## src/two_line_text_panel_controller_assert.svh

```systemverilog
// ----------------------------------------------------------------------------
// Assertion macros for the two-line text panel controller
// Shared concurrent assertion forms, clocked and disabled during reset.
// ----------------------------------------------------------------------------
`ifndef TWO_LINE_TEXT_PANEL_CONTROLLER_ASSERT_SVH
`define TWO_LINE_TEXT_PANEL_CONTROLLER_ASSERT_SVH

// Same-cycle implication.
`define TLP_ASSERT_IMPLY(name, clk, rst_n, ante, cons, msg) \
  name: assert property (@(posedge clk) disable iff (!rst_n) (ante) |-> (cons)) \
    else $error(msg);

// Next-cycle implication.
`define TLP_ASSERT_NEXT(name, clk, rst_n, ante, cons, msg) \
  name: assert property (@(posedge clk) disable iff (!rst_n) (ante) |=> (cons)) \
    else $error(msg);

`endif

```

## src/tlp_pkg.sv

```systemverilog
// ----------------------------------------------------------------------------
// tlp_pkg
// Types, codes and geometry shared by the text panel controller modules.
// ----------------------------------------------------------------------------
package tlp_pkg;

  localparam int ROW_CHARS  = 20;
  localparam int SCREEN_LEN = 2 * ROW_CHARS;
  localparam int ADDR_W     = $clog2(SCREEN_LEN);
  localparam int CUR_W      = $clog2(SCREEN_LEN + 1);

  localparam logic [7:0] CMD_HOME   = 8'h02;
  localparam logic [7:0] CMD_LINE2  = 8'hC0;
  localparam logic [7:0] BYTE_ESC   = 8'd27;
  localparam logic [7:0] BYTE_FF    = 8'd12;
  localparam logic [7:0] BYTE_LF    = 8'd10;
  localparam logic [7:0] CHAR_SPACE = 8'h20;
  localparam logic [7:0] CHAR_CR    = 8'h0D;
  localparam logic [7:0] CHAR_R     = 8'h52;
  localparam logic [7:0] CHAR_G     = 8'h47;
  localparam logic [7:0] CHAR_Y     = 8'h59;
  localparam logic [7:0] CHAR_X     = 8'h58;

  localparam logic [1:0] LED_OFF    = 2'd0;
  localparam logic [1:0] LED_RED    = 2'd1;
  localparam logic [1:0] LED_GREEN  = 2'd2;
  localparam logic [1:0] LED_YELLOW = 2'd3;

  typedef enum logic [2:0] {
    KIND_CMD   = 3'd0,
    KIND_DATA  = 3'd1,
    KIND_LED   = 3'd2,
    KIND_KEY   = 3'd3,
    KIND_NOKEY = 3'd4
  } kind_e;

  typedef enum logic [2:0] {
    ST_IDLE,
    ST_EXEC,
    ST_POLL_KEY,
    ST_RF_HOME,
    ST_RF_DATA,
    ST_RF_LINE2
  } tlp_state_e;

  typedef enum logic [2:0] {
    OSEL_LED,
    OSEL_KEY,
    OSEL_HOME,
    OSEL_LINE2,
    OSEL_DATA
  } out_sel_e;

  typedef struct packed {
    logic       command;
    logic [7:0] char_byte;
    logic       end_of_write;
    logic [1:0] button_bits;
  } tlp_in_t;

  typedef struct packed {
    logic [2:0] kind;
    logic [7:0] value;
    logic [1:0] led_drive;
    logic       last;
  } tlp_out_t;

  // controller -> datapath
  typedef struct packed {
    logic     latch_in;
    logic     exec_byte;
    logic     poll_done;
    logic     cnt_clr;
    logic     cnt_inc;
    logic     out_load;
    out_sel_e out_sel;
    logic     out_last;
  } tlp_ctl_t;

  // datapath -> controller
  typedef struct packed {
    logic is_poll;
    logic esc_pending;
    logic eow;
    logic out_free;
    logic cnt_row_end;
    logic cnt_end;
  } tlp_sts_t;

endpackage

```

## src/tlp_ctrl.sv

```systemverilog
// ----------------------------------------------------------------------------
// tlp_ctrl
// Sequencer: item intake, byte execution, poll results and screen refresh.
// ----------------------------------------------------------------------------
module tlp_ctrl (
  input  logic              clk_i,
  input  logic              rst_ni,
  input  logic              in_valid_i,
  output logic              in_ready_o,
  input  tlp_pkg::tlp_sts_t sts_i,
  output tlp_pkg::tlp_ctl_t ctl_o
);
  import tlp_pkg::*;

  tlp_state_e state_q, state_d;

  always_ff @(posedge clk_i or negedge rst_ni) begin
    if (!rst_ni) begin
      state_q <= ST_IDLE;
    end else begin
      state_q <= state_d;
    end
  end

  always_comb begin
    state_d       = state_q;
    ctl_o         = '0;
    ctl_o.out_sel = OSEL_LED;
    in_ready_o    = (state_q == ST_IDLE);
    unique case (state_q)
      ST_IDLE: begin
        if (in_valid_i) begin
          ctl_o.latch_in = 1'b1;
          state_d        = ST_EXEC;
        end
      end
      ST_EXEC: begin
        if (sts_i.is_poll) begin
          if (sts_i.out_free) begin
            ctl_o.out_load = 1'b1;
            ctl_o.out_sel  = OSEL_LED;
            state_d        = ST_POLL_KEY;
          end
        end else if (!sts_i.esc_pending || sts_i.out_free) begin
          ctl_o.exec_byte = 1'b1;
          if (sts_i.esc_pending) begin
            ctl_o.out_load = 1'b1;
            ctl_o.out_sel  = OSEL_LED;
            ctl_o.out_last = !sts_i.eow;
          end
          state_d = sts_i.eow ? ST_RF_HOME : ST_IDLE;
        end
      end
      ST_POLL_KEY: begin
        if (sts_i.out_free) begin
          ctl_o.out_load  = 1'b1;
          ctl_o.out_sel   = OSEL_KEY;
          ctl_o.out_last  = 1'b1;
          ctl_o.poll_done = 1'b1;
          state_d         = ST_IDLE;
        end
      end
      ST_RF_HOME: begin
        if (sts_i.out_free) begin
          ctl_o.out_load = 1'b1;
          ctl_o.out_sel  = OSEL_HOME;
          ctl_o.cnt_clr  = 1'b1;
          state_d        = ST_RF_DATA;
        end
      end
      ST_RF_DATA: begin
        if (sts_i.out_free) begin
          ctl_o.out_load = 1'b1;
          ctl_o.out_sel  = OSEL_DATA;
          ctl_o.out_last = sts_i.cnt_end;
          if (sts_i.cnt_end) begin
            state_d = ST_IDLE;
          end else if (sts_i.cnt_row_end) begin
            state_d = ST_RF_LINE2;
          end else begin
            ctl_o.cnt_inc = 1'b1;
          end
        end
      end
      ST_RF_LINE2: begin
        if (sts_i.out_free) begin
          ctl_o.out_load = 1'b1;
          ctl_o.out_sel  = OSEL_LINE2;
          ctl_o.cnt_inc  = 1'b1;
          state_d        = ST_RF_DATA;
        end
      end
      default: begin
        state_d = ST_IDLE;
      end
    endcase
  end

endmodule

```

## src/tlp_dp.sv

```systemverilog
// ----------------------------------------------------------------------------
// tlp_dp
// Screen store, cursor, LED and button state, refresh counter, result register.
// ----------------------------------------------------------------------------
`include "two_line_text_panel_controller_assert.svh"

module tlp_dp (
  input  logic              clk_i,
  input  logic              rst_ni,
  input  tlp_pkg::tlp_in_t  in_i,
  input  tlp_pkg::tlp_ctl_t ctl_i,
  output tlp_pkg::tlp_sts_t sts_o,
  output logic              out_valid_o,
  input  logic              out_ready_i,
  output tlp_pkg::tlp_out_t out_o
);
  import tlp_pkg::*;

  // Rows are rotated rather than copied: top_q names the physical row
  // that holds logical row 0.
  function automatic logic [ADDR_W-1:0] phys_addr(input logic [ADDR_W-1:0] idx,
                                                  input logic top);
    logic [ADDR_W-1:0] res;
    if (!top) begin
      res = idx;
    end else if (idx < ADDR_W'(ROW_CHARS)) begin
      res = idx + ADDR_W'(ROW_CHARS);
    end else begin
      res = idx - ADDR_W'(ROW_CHARS);
    end
    return res;
  endfunction

  tlp_in_t               item_q;
  logic [CUR_W-1:0]      cursor_q, cursor_d;
  logic                  top_q, top_d;
  logic                  esc_q, esc_d;
  logic [1:0]            led_q, led_d;
  logic [1:0]            btn_q, btn_d;
  logic [SCREEN_LEN-1:0] valid_q, valid_d;
  logic [ADDR_W-1:0]     cnt_q, cnt_d;
  logic [7:0]            mem_q [SCREEN_LEN];
  logic [7:0]            rd_q;
  logic                  rd_vld_q;
  logic                  out_valid_q;
  tlp_out_t              out_q, out_d;

  logic                  wr_en;
  logic [ADDR_W-1:0]     wr_idx;
  logic [ADDR_W-1:0]     wr_addr;
  logic                  do_scroll;
  logic                  rd_en;
  logic [ADDR_W-1:0]     rd_addr;
  logic                  key_up;
  logic                  key_dn;
  logic                  out_free;

  // item capture
  always_ff @(posedge clk_i) begin
    if (ctl_i.latch_in) begin
      item_q <= in_i;
    end
  end

  // byte execution
  always_comb begin
    cursor_d  = cursor_q;
    top_d     = top_q;
    esc_d     = esc_q;
    led_d     = led_q;
    valid_d   = valid_q;
    wr_en     = 1'b0;
    do_scroll = 1'b0;
    wr_idx    = cursor_q[ADDR_W-1:0];
    wr_addr   = '0;
    if (ctl_i.exec_byte) begin
      if (esc_q) begin
        esc_d = 1'b0;
        case (item_q.char_byte)
          CHAR_R:  led_d = LED_RED;
          CHAR_G:  led_d = LED_GREEN;
          CHAR_Y:  led_d = LED_YELLOW;
          CHAR_X:  led_d = LED_OFF;
          default: led_d = led_q;
        endcase
      end else if (item_q.char_byte == BYTE_ESC) begin
        esc_d = 1'b1;
      end else if (item_q.char_byte == BYTE_FF) begin
        valid_d  = '0;
        cursor_d = '0;
      end else if (item_q.char_byte == BYTE_LF) begin
        if (cursor_q < CUR_W'(ROW_CHARS)) begin
          cursor_d = CUR_W'(ROW_CHARS);
        end else if (cursor_q < CUR_W'(SCREEN_LEN)) begin
          cursor_d = CUR_W'(SCREEN_LEN);
        end else begin
          do_scroll = 1'b1;
        end
      end else begin
        do_scroll = (cursor_q == CUR_W'(SCREEN_LEN));
        wr_en     = 1'b1;
      end
      if (item_q.end_of_write) begin
        esc_d = 1'b0;
      end
    end
    if (do_scroll) begin
      // old top row becomes the blank bottom row
      top_d    = ~top_q;
      cursor_d = CUR_W'(ROW_CHARS);
      for (int i = 0; i < SCREEN_LEN; i++) begin
        if ((i >= ROW_CHARS) == top_q) begin
          valid_d[i] = 1'b0;
        end
      end
    end
    if (wr_en) begin
      wr_idx   = do_scroll ? ADDR_W'(ROW_CHARS) : cursor_q[ADDR_W-1:0];
      cursor_d = CUR_W'(wr_idx) + CUR_W'(1);
      wr_addr  = phys_addr(wr_idx, top_d);
      valid_d[wr_addr] = 1'b1;
    end
  end

  assign btn_d = ctl_i.poll_done ? item_q.button_bits : btn_q;

  always_ff @(posedge clk_i or negedge rst_ni) begin
    if (!rst_ni) begin
      cursor_q <= '0;
      top_q    <= 1'b0;
      esc_q    <= 1'b0;
      led_q    <= LED_OFF;
      btn_q    <= 2'b11;
      valid_q  <= '0;
      cnt_q    <= '0;
    end else begin
      cursor_q <= cursor_d;
      top_q    <= top_d;
      esc_q    <= esc_d;
      led_q    <= led_d;
      btn_q    <= btn_d;
      valid_q  <= valid_d;
      cnt_q    <= cnt_d;
    end
  end

  // refresh counter and screen read
  always_comb begin
    cnt_d = cnt_q;
    if (ctl_i.cnt_clr) begin
      cnt_d = '0;
    end else if (ctl_i.cnt_inc) begin
      cnt_d = cnt_q + ADDR_W'(1);
    end
  end

  assign rd_en   = ctl_i.cnt_clr | ctl_i.cnt_inc;
  assign rd_addr = phys_addr(cnt_d, top_q);

  always_ff @(posedge clk_i) begin
    if (wr_en) begin
      mem_q[wr_addr] <= item_q.char_byte;
    end
    if (rd_en) begin
      rd_q     <= mem_q[rd_addr];
      rd_vld_q <= valid_q[rd_addr];
    end
  end

  // result register
  assign key_up   = !btn_q[0] && item_q.button_bits[0];
  assign key_dn   = !btn_q[1] && item_q.button_bits[1];
  assign out_free = !out_valid_q || out_ready_i;

  always_comb begin
    out_d.led_drive = led_d;
    out_d.last      = ctl_i.out_last;
    case (ctl_i.out_sel)
      OSEL_LED: begin
        out_d.kind  = KIND_LED;
        out_d.value = {6'b0, led_d};
      end
      OSEL_KEY: begin
        if (key_up) begin
          out_d.kind  = KIND_KEY;
          out_d.value = CHAR_SPACE;
        end else if (key_dn) begin
          out_d.kind  = KIND_KEY;
          out_d.value = CHAR_CR;
        end else begin
          out_d.kind  = KIND_NOKEY;
          out_d.value = '0;
        end
      end
      OSEL_HOME: begin
        out_d.kind  = KIND_CMD;
        out_d.value = CMD_HOME;
      end
      OSEL_LINE2: begin
        out_d.kind  = KIND_CMD;
        out_d.value = CMD_LINE2;
      end
      OSEL_DATA: begin
        out_d.kind  = KIND_DATA;
        out_d.value = rd_vld_q ? rd_q : CHAR_SPACE;
      end
      default: begin
        out_d.kind  = KIND_NOKEY;
        out_d.value = '0;
      end
    endcase
  end

  always_ff @(posedge clk_i or negedge rst_ni) begin
    if (!rst_ni) begin
      out_valid_q <= 1'b0;
    end else if (ctl_i.out_load) begin
      out_valid_q <= 1'b1;
    end else if (out_ready_i) begin
      out_valid_q <= 1'b0;
    end
  end

  always_ff @(posedge clk_i) begin
    if (ctl_i.out_load) begin
      out_q <= out_d;
    end
  end

  assign out_valid_o = out_valid_q;
  assign out_o       = out_q;

  assign sts_o.is_poll     = item_q.command;
  assign sts_o.esc_pending = esc_q;
  assign sts_o.eow         = item_q.end_of_write;
  assign sts_o.out_free    = out_free;
  assign sts_o.cnt_row_end = (cnt_q == ADDR_W'(ROW_CHARS - 1));
  assign sts_o.cnt_end     = (cnt_q == ADDR_W'(SCREEN_LEN - 1));

  `TLP_ASSERT_IMPLY(a_load_when_free, clk_i, rst_ni, ctl_i.out_load, out_free, "result overwritten")
  `TLP_ASSERT_IMPLY(a_cursor_range, clk_i, rst_ni, 1'b1, cursor_q <= CUR_W'(SCREEN_LEN), "cursor out of range")
  `TLP_ASSERT_NEXT(a_scroll_lf, clk_i, rst_ni, do_scroll && !wr_en, cursor_q == CUR_W'(ROW_CHARS), "scroll cursor")
  `TLP_ASSERT_IMPLY(a_no_write_in_refresh, clk_i, rst_ni, rd_en, !wr_en, "screen write during refresh")

endmodule

```

## src/two_line_text_panel_controller.sv

```systemverilog
// ----------------------------------------------------------------------------
// two_line_text_panel_controller
// Front panel controller: 2-row character screen, two-color LED, two keys.
// ----------------------------------------------------------------------------
// Input channel (in_valid_i / in_ready_o / in_i): one item is either a
//   display byte (command = 0) or a button poll (command = 1).
// Output channel (out_valid_o / out_ready_i / out_o): display commands,
//   display characters, LED updates and key reports; last marks the final
//   result of an item.
// Timing: an item is taken in the idle state and then executed. An LED
//   result is loaded when its item executes. A poll gives two results,
//   the LED code and then the key report. A last byte starts a refresh of
//   2*ROW_CHARS+2 results (42 by default), one per cycle while the receiver
//   takes them, read one character a cycle from the screen store through
//   its registered read port.
// Stall: a single output register holds the pending result; the sequencer
//   waits while it is full and not taken. The next item is accepted as soon
//   as the last result sits in that register.
// Reset: screen reads as all spaces (per-entry valid bits cleared at once,
//   no clearing pass), cursor 0, LED off, both buttons seen released.
// ----------------------------------------------------------------------------
module two_line_text_panel_controller (
  input  logic             clk_i,
  input  logic             rst_ni,
  input  logic             in_valid_i,
  output logic             in_ready_o,
  input  tlp_pkg::tlp_in_t in_i,
  output logic             out_valid_o,
  input  logic             out_ready_i,
  output tlp_pkg::tlp_out_t out_o
);
  import tlp_pkg::*;

  // command and status between sequencer and datapath
  tlp_ctl_t ctl;
  tlp_sts_t sts;

  // sequencer: intake, execute, poll and refresh steps
  tlp_ctrl u_ctrl (
    .clk_i      (clk_i),
    .rst_ni     (rst_ni),
    .in_valid_i (in_valid_i),
    .in_ready_o (in_ready_o),
    .sts_i      (sts),
    .ctl_o      (ctl)
  );

  // datapath: screen store, cursor, LED/button state, result register
  tlp_dp u_dp (
    .clk_i       (clk_i),
    .rst_ni      (rst_ni),
    .in_i        (in_i),
    .ctl_i       (ctl),
    .sts_o       (sts),
    .out_valid_o (out_valid_o),
    .out_ready_i (out_ready_i),
    .out_o       (out_o)
  );

endmodule

```

## config.mk

```make
export PLATFORM = sky130hd
export DESIGN_NAME = two_line_text_panel_controller
export DESIGN_NICKNAME = d
export VERILOG_FILES = /design/src/tlp_pkg.sv /design/src/tlp_ctrl.sv /design/src/tlp_dp.sv /design/src/two_line_text_panel_controller.sv
export VERILOG_INCLUDE_DIRS = /design/src /design/src/src
export SDC_FILE = /design/constraint.sdc
export NUM_CORES = 1
export LEC_CHECK = 0
export ABC_AREA = 1
export BUFFER_PORTS_ARGS = -buffer_cell sky130_fd_sc_hd__buf_2
export CORE_MARGIN = 1.5
export CORE_UTILIZATION = 55
export CTS_CLUSTER_SIZE = 14
export DETAILED_ROUTE_END_ITERATION = 16
export PLACE_DENSITY_LB_ADDON = 0.25
export SETUP_SLACK_MARGIN = 0.02
export SLEW_MARGIN = 10
export SYNTH_ARGS = -nofsm -noshare
export SYNTH_HDL_FRONTEND = slang
export SYNTH_HIERARCHICAL = 1
export SYNTH_SLANG_ARGS = --single-unit
export TNS_END_PERCENT = 5
```

## constraint.sdc

```tcl
create_clock -name clk_i -period 8.7 [get_ports clk_i]
set_clock_uncertainty 0.15 [all_clocks]
set_input_delay 1.74 -clock clk_i [delete_from_list [all_inputs] [get_ports clk_i]]
set_output_delay 1.74 -clock clk_i [all_outputs]
set_load 0.05 [all_outputs]
```

* After elaboration in Yosys (flattened, before gate mapping)
Memories as Yosys holds them, arrays and structs flattened. A register that Yosys moved wholly into a read port is not among the register bits.
Index checks and enable logic that the tools add are counted.
** Storage, ports and cells
- Register bits :: 89
- RAM bits :: 320
- Output and inout port bits :: 16
- Logic and storage cells :: 210
- Memories kept :: 1
** Memory list
- u_dp.mem_q :: depth 40, bits a word 8, read ports 1, clocked after memory_dff 1, write ports 1, line tlp_dp.sv:42 : logic [7:0] mem_q [SCREEN_LEN];
** Operators by class
- Add/subtract/negate cells :: 6
- Magnitude comparators :: 7
- Equal/unequal tests :: 28
- Mux-type cells :: 128
- Bitwise logic cells :: 3
- Reductions and logical operators :: 19
** Operator list (count)
- 40-bit 2-to-1 mux :: 6
- 6-bit 2-to-1 mux :: 19
- 1-bit 2-to-1 mux :: 73
- 11-bit case mux with 5 select lines :: 1
- 40-bit OR :: 1
- 8-bit by 7-bit == test with 1-bit output, second input constant :: 4
- 3-bit 2-to-1 mux :: 9
- 11-bit 2-to-1 mux :: 2
- 5-bit 2-to-1 mux :: 4
- 4-bit case mux with 5 select lines :: 1
- 6-bit by 5-bit less-than comparator with 1-bit output, second input constant :: 3
- 8-bit by 4-bit == test with 1-bit output, second input constant :: 2
- 3-bit case mux with 5 select lines :: 1
- 6-bit by 7-bit less-than comparator with 1-bit output, second input constant :: 2
- 6-bit by 1-bit adder with 6-bit output, second input constant :: 2
- 6-bit by 5-bit adder with 6-bit output, second input constant :: 2
- 3-bit by 2-bit == test with 1-bit output, second input constant :: 4
- 6-bit == test, second input constant :: 2
- 4-bit 2-to-1 mux :: 3
- 6-bit by 5-bit subtractor with 6-bit output, second input constant :: 2
- 3-bit == test, second input constant :: 3
- 8-bit by 5-bit == test with 1-bit output, second input constant :: 1
- 8-bit 2-to-1 mux :: 1
- 2-bit case mux with 4 select lines :: 1
- other kinds (27) :: 42

* Depth between registers and ports, before layout
- Depth after elaboration :: 19
- Depth in mapped cells :: 25
- Gate-level depth less buffers :: 25

* Hierarchy
Netlist, hierarchy kept.
** By module, submodules not included
- tlp_dp :: times used 1, cells an instance 1628, area each 17817.1 µm², sequential area each 12139.1 µm²
- tlp_ctrl :: times used 1, cells an instance 67, area each 386.6 µm², sequential area each 75.1 µm²

* Worst setup path after synthesis
No wires, ideal clock.
- Path type :: input-to-reg
- From :: input port out_ready_i
- To :: memory u_dp.mem_q[31][0] (enable)
- Setup time :: 324 ps
- Arrival time :: 4360 ps
- Data required time :: 8226 ps
- Setup slack :: 3866 ps
- Stages on the path :: 24
- Path buffers :: 3
- Cells stage by stage :: inv_1 nand2_1 buf_4 inv_1 a211oi_1 inv_1 nor2_1 nand2_4 nor2_2 nand2_2 buf_8 nand2_2 inv_1 ha_1 inv_1 nand2_1 nand2_1 nand2_1 nand2_1 nand2_1 nand2_2 buf_4 nand4_1 inv_1
** RTL lines
- start, declared :: line two_line_text_panel_controller.sv:29 : input logic out_ready_i,
- end, declared :: line tlp_dp.sv:42

==> results.sh <==
export IMPL_stdcell_count=2172
export IMPL_setup_viol=0
export IMPL_netlist_area_sq_um=18200
export IMPL_yosysUniqueCellTypes=40
export IMPL_cap_violations=0
export IMPL_synth_top_area_frac=0.586
export IMPL_syn_to_final_growth_pct=10.4
export IMPL_post_route_min_period_ns=5.47
export IMPL_synth_cells=1695
export IMPL_drc=0
export IMPL_portBuffers=31
export IMPL_ctsHoldBuffers=0
export IMPL_utilization=0.618
export IMPL_post_drt_wl_per_cell_um=20.5
export IMPL_clockBufferDepth=3
export IMPL_synth_top_cell_by_area="edfxtp_1"
export IMPL_rsz0062_at_grt="no"
export IMPL_final_max_slew_viol_count=0
export IMPL_drive_gt1_frac=0.0896
export IMPL_dp_hpwl_um=26100
export IMPL_wl_um=44500
export IMPL_tritoncts="yes"
export IMPL_critPathKind="input port to register"
export IMPL_grt_pass1_wl_um=69000
export IMPL_grt_usage=0.265
export IMPL_holdPathEnd="u_dp/valid_q[34]"
export IMPL_cp_data_arrival_time_ns=5.51
export IMPL_htree_levels=2
export IMPL_cts_sinks=417
export IMPL_r2r_end="u_dp/rd_q[6]"
export IMPL_vias_per_cell=5.92
export IMPL_grt_max_degree=182
export IMPL_first_global_vias=12200
export IMPL_fin_nets=1717
export IMPL_critPathLaunchType="input port"
export IMPL_cts_made_buffers=44
export IMPL_p_per_area_nw_per_um2=386
export IMPL_leakagePower_uw=0.00793
export IMPL_fp_dieW_um=185
export IMPL_post_cts_buffers=0
export IMPL_ctsResizeCount=0
export IMPL_die_h_um=185
export IMPL_rrSetupSlack_ns=3.90
export IMPL_critPathSlowestCell="nand2_2"
export IMPL_synth_seq_cells=417
export IMPL_tightestPinTransition_ns=1.22
export IMPL_fmax_mhz=183
export IMPL_overflow=0
export IMPL_crit_buf_inv=7
export IMPL_hold_violations=0
export IMPL_whs_path_depth=2
export IMPL_dr_pass1_iters=7
export IMPL_clock_root_buffer="clkbuf_16"
export IMPL_totalPowerFinal_uw=7760
export IMPL_placed_cells=2092
export IMPL_vias=12900
export IMPL_nFillCells=2627
export IMPL_fin_tns_setup_ns=0
export IMPL_gp_congestion=0.880
export IMPL_critical_path_endpoint_type="register"
export IMPL_path_common_cell="inv_1"
export IMPL_max_vdd_ir_drop_mv=0.498
export IMPL_crit_required_ns=8.73
export IMPL_core_sq_um=32500
export IMPL_seq_area_frac_synth=0.671
export IMPL_reg2reg_depth=18
export IMPL_clk_latency_ns=0.53
export IMPL_die_area_sq_um=34200
export IMPL_dp_slack_ns=2.77
export IMPL_path_delay_family="simple AND/OR/NAND/NOR gates"
export IMPL_syn_nets=1716
export IMPL_hold_path_class="register to register"
export IMPL_crit_path_max_fanout=33
export IMPL_ioPinCount=32
export IMPL_path_clk_slew_ns=0.06
export IMPL_path_cells="buf_2 > inv_1 > nand2_1 > inv_1 > a211oi_1 > inv_1 > nor2_1 > nand2_4 > nor2_2 > nand2_2 > nand2_2 > inv_1 > ha_1 > inv_1 > nand2_1 > nand2_1 > nand2_1 > nand3_1 > nand2_2 > nor2_4 > nand3_1 > inv_1"
export IMPL_yosysWarnings=6
export IMPL_cp_slowest_stage_delay_ns=0.39
export IMPL_ant_nets=0
export IMPL_finalWorstSetupSlack_ns=3.23
export IMPL_worstHoldStart="u_dp/valid_q[34]"
export IMPL_std_cell_rows=66
export IMPL_crit_cells=22
export IMPL_status="finished clean"
export IMPL_diodes=0
export IMPL_synth_area_leaders="edfxtp_1 59%, dfrtp_1 8.2%, nand2_1 5.7%, nor2_1 5.5%, o21ai_0 5.3%"
export IMPL_antenna_found_initial=0
export IMPL_avgSynthCellArea_sq_um=10.7
export IMPL_relSlewSlack=0.189
export IMPL_first_iter_violations=1532
export IMPL_fin_crit_sh=0.629
export IMPL_regToRegStartpoint="u_dp/cnt_q[0]"
export IMPL_initial_core_util=0.559
[metal layers]
metal,global-route usage,up-vias,routed length [um]
li1,-,5943,-
met4,0.0862,0,1270
met1,0.388,6186,18800
met2,0.408,624,20500
met3,0.0431,98,3960
met5,0,-,0
[cells in the mapped netlist]
cell      count
edfxtp_1    355
nand2_1     278
nor2_1      267
o21ai_0     194
nand3_1     121
inv_1       109
clkbuf_1     60
dfrtp_1      60
o211ai_1     39
nand4_1      38
o22ai_1      26
buf_2        19
o221ai_1     19
o21ai_1      14
nand2_2      13
buf_4        10
a21oi_1       9
nor3_1        8
inv_2         7
ha_1          5
nand3_2       5
nor2_2        5
a22oi_1       4
nand2_4       4
nor2_4        4
a32o_1        2
buf_1         2
clkinv_1      2
dfstp_2       2
nor3_2        2
o21a_1        2
xor2_1        2
a211oi_1      1
a21oi_4       1
buf_6         1
buf_8         1
nor4_1        1
o31ai_1       1
xnor2_1       1
xor2_2        1
[worst register-to-register path, stage by stage, from the launching register on]
cell and delay, ns:
dfrtp_1 0.40, ha_1 0.26, nand3_1 0.10, nor3_1 0.06, nor2_1 0.11, nand3_1 0.09
o21ai_0 0.50, nor2_1 0.17, nor3_4 0.22, clkinv_2 0.93, buf_4 0.70, o21ai_0 0.18
o211ai_1 0.13, nand2_1 0.18, nand3_1 0.08, nand3_1 0.12, nand2_1 0.05, nand2_1 0.06
nand2_1 0.06
[logic make-up after synthesis]
group | synth area share
and+or+nand+nor | 0.176
DFF | 0.671
buffers and inverters | 0.0479
adders and majority gates | 0.00344
xor gates and xnor gates | 0.00234
AOI/OAI and AO/OA | 0.0991
[worst max path at each step]
stage / startpoint / to
5_1_grt: out_ready_i / u_dp/mem_q[36][2]
6_report: out_ready_i / u_dp/mem_q[36][2]
2_1_floorplan: out_ready_i / u_dp/mem_q[31][0]
4_1_cts: out_ready_i / u_dp/mem_q[36][2]
3_3_place_gp: out_ready_i / u_dp/mem_q[36][3]
3_5_place_dp: out_ready_i / u_dp/rd_q[0]
[flip-flops by register name, summed over array words and instances, names as in the netlist]
name / cells
u_dp/mem_q: 320
u_dp/valid_q: 40
u_dp/out_o: 14
u_dp/item_q: 10
u_dp/rd_q: 8
u_dp/cnt_q: 6
u_dp/cursor_q: 6
u_ctrl/state_q: 3
u_dp/btn_q: 2
u_dp/led_q: 2
u_dp/sts_o: 2
u_dp/esc_q: 1
u_dp/out_valid_o: 1
u_dp/rd_vld_q: 1
u_dp/top_q: 1
[report_power, final]
| group | switching (uW) | internal (uW) | total, uW |
|---|---|---|---|
| sequential | 112 | 2450 | 2560 |
| clock | 735 | 1130 | 1870 |
| combinational | 2470 | 862 | 3330 |
[layout make-up]
cell class | count | area, sq um | area share
inverter | 118 | 447 | 0.0222
clock buffer | 58 | 1180 | 0.0590
clock inverter | 22 | 256 | 0.0128
multi-input combinational | 1067 | 5140 | 0.256
timing repair buffer | 48 | 295 | 0.0147
sequential | 417 | 12200 | 0.608
tap | 442 | 553 | 0.0275
[per-stage QoR]
stage	hold slack [ns]	instance area [sq um]
finish	0.357	20100
global route	0.365	20100
CTS	0.355	20100
detailed placement	0.340	18700
global placement	0.334	18700
floorplan	0.284	18200
[cells in the final DEF, fill, tap and decap left out, types with 8 or more instances in the layout]
master,count
clkbuf_1,12
o21ai_1,14
dfrtp_1,60
clkbuf_16,45
o22ai_1,26
inv_1,108
o21ai_0,194
o211ai_1,39
nor3_1,8
nand2_1,278
o221ai_1,19
a21oi_1,9
nand4_1,38
buf_4,16
buf_2,31
nand2_2,13
edfxtp_1,355
nand3_1,121
clkinv_1,9
nor2_1,266
No activity file was read; power rests on OpenSTA's default activity.
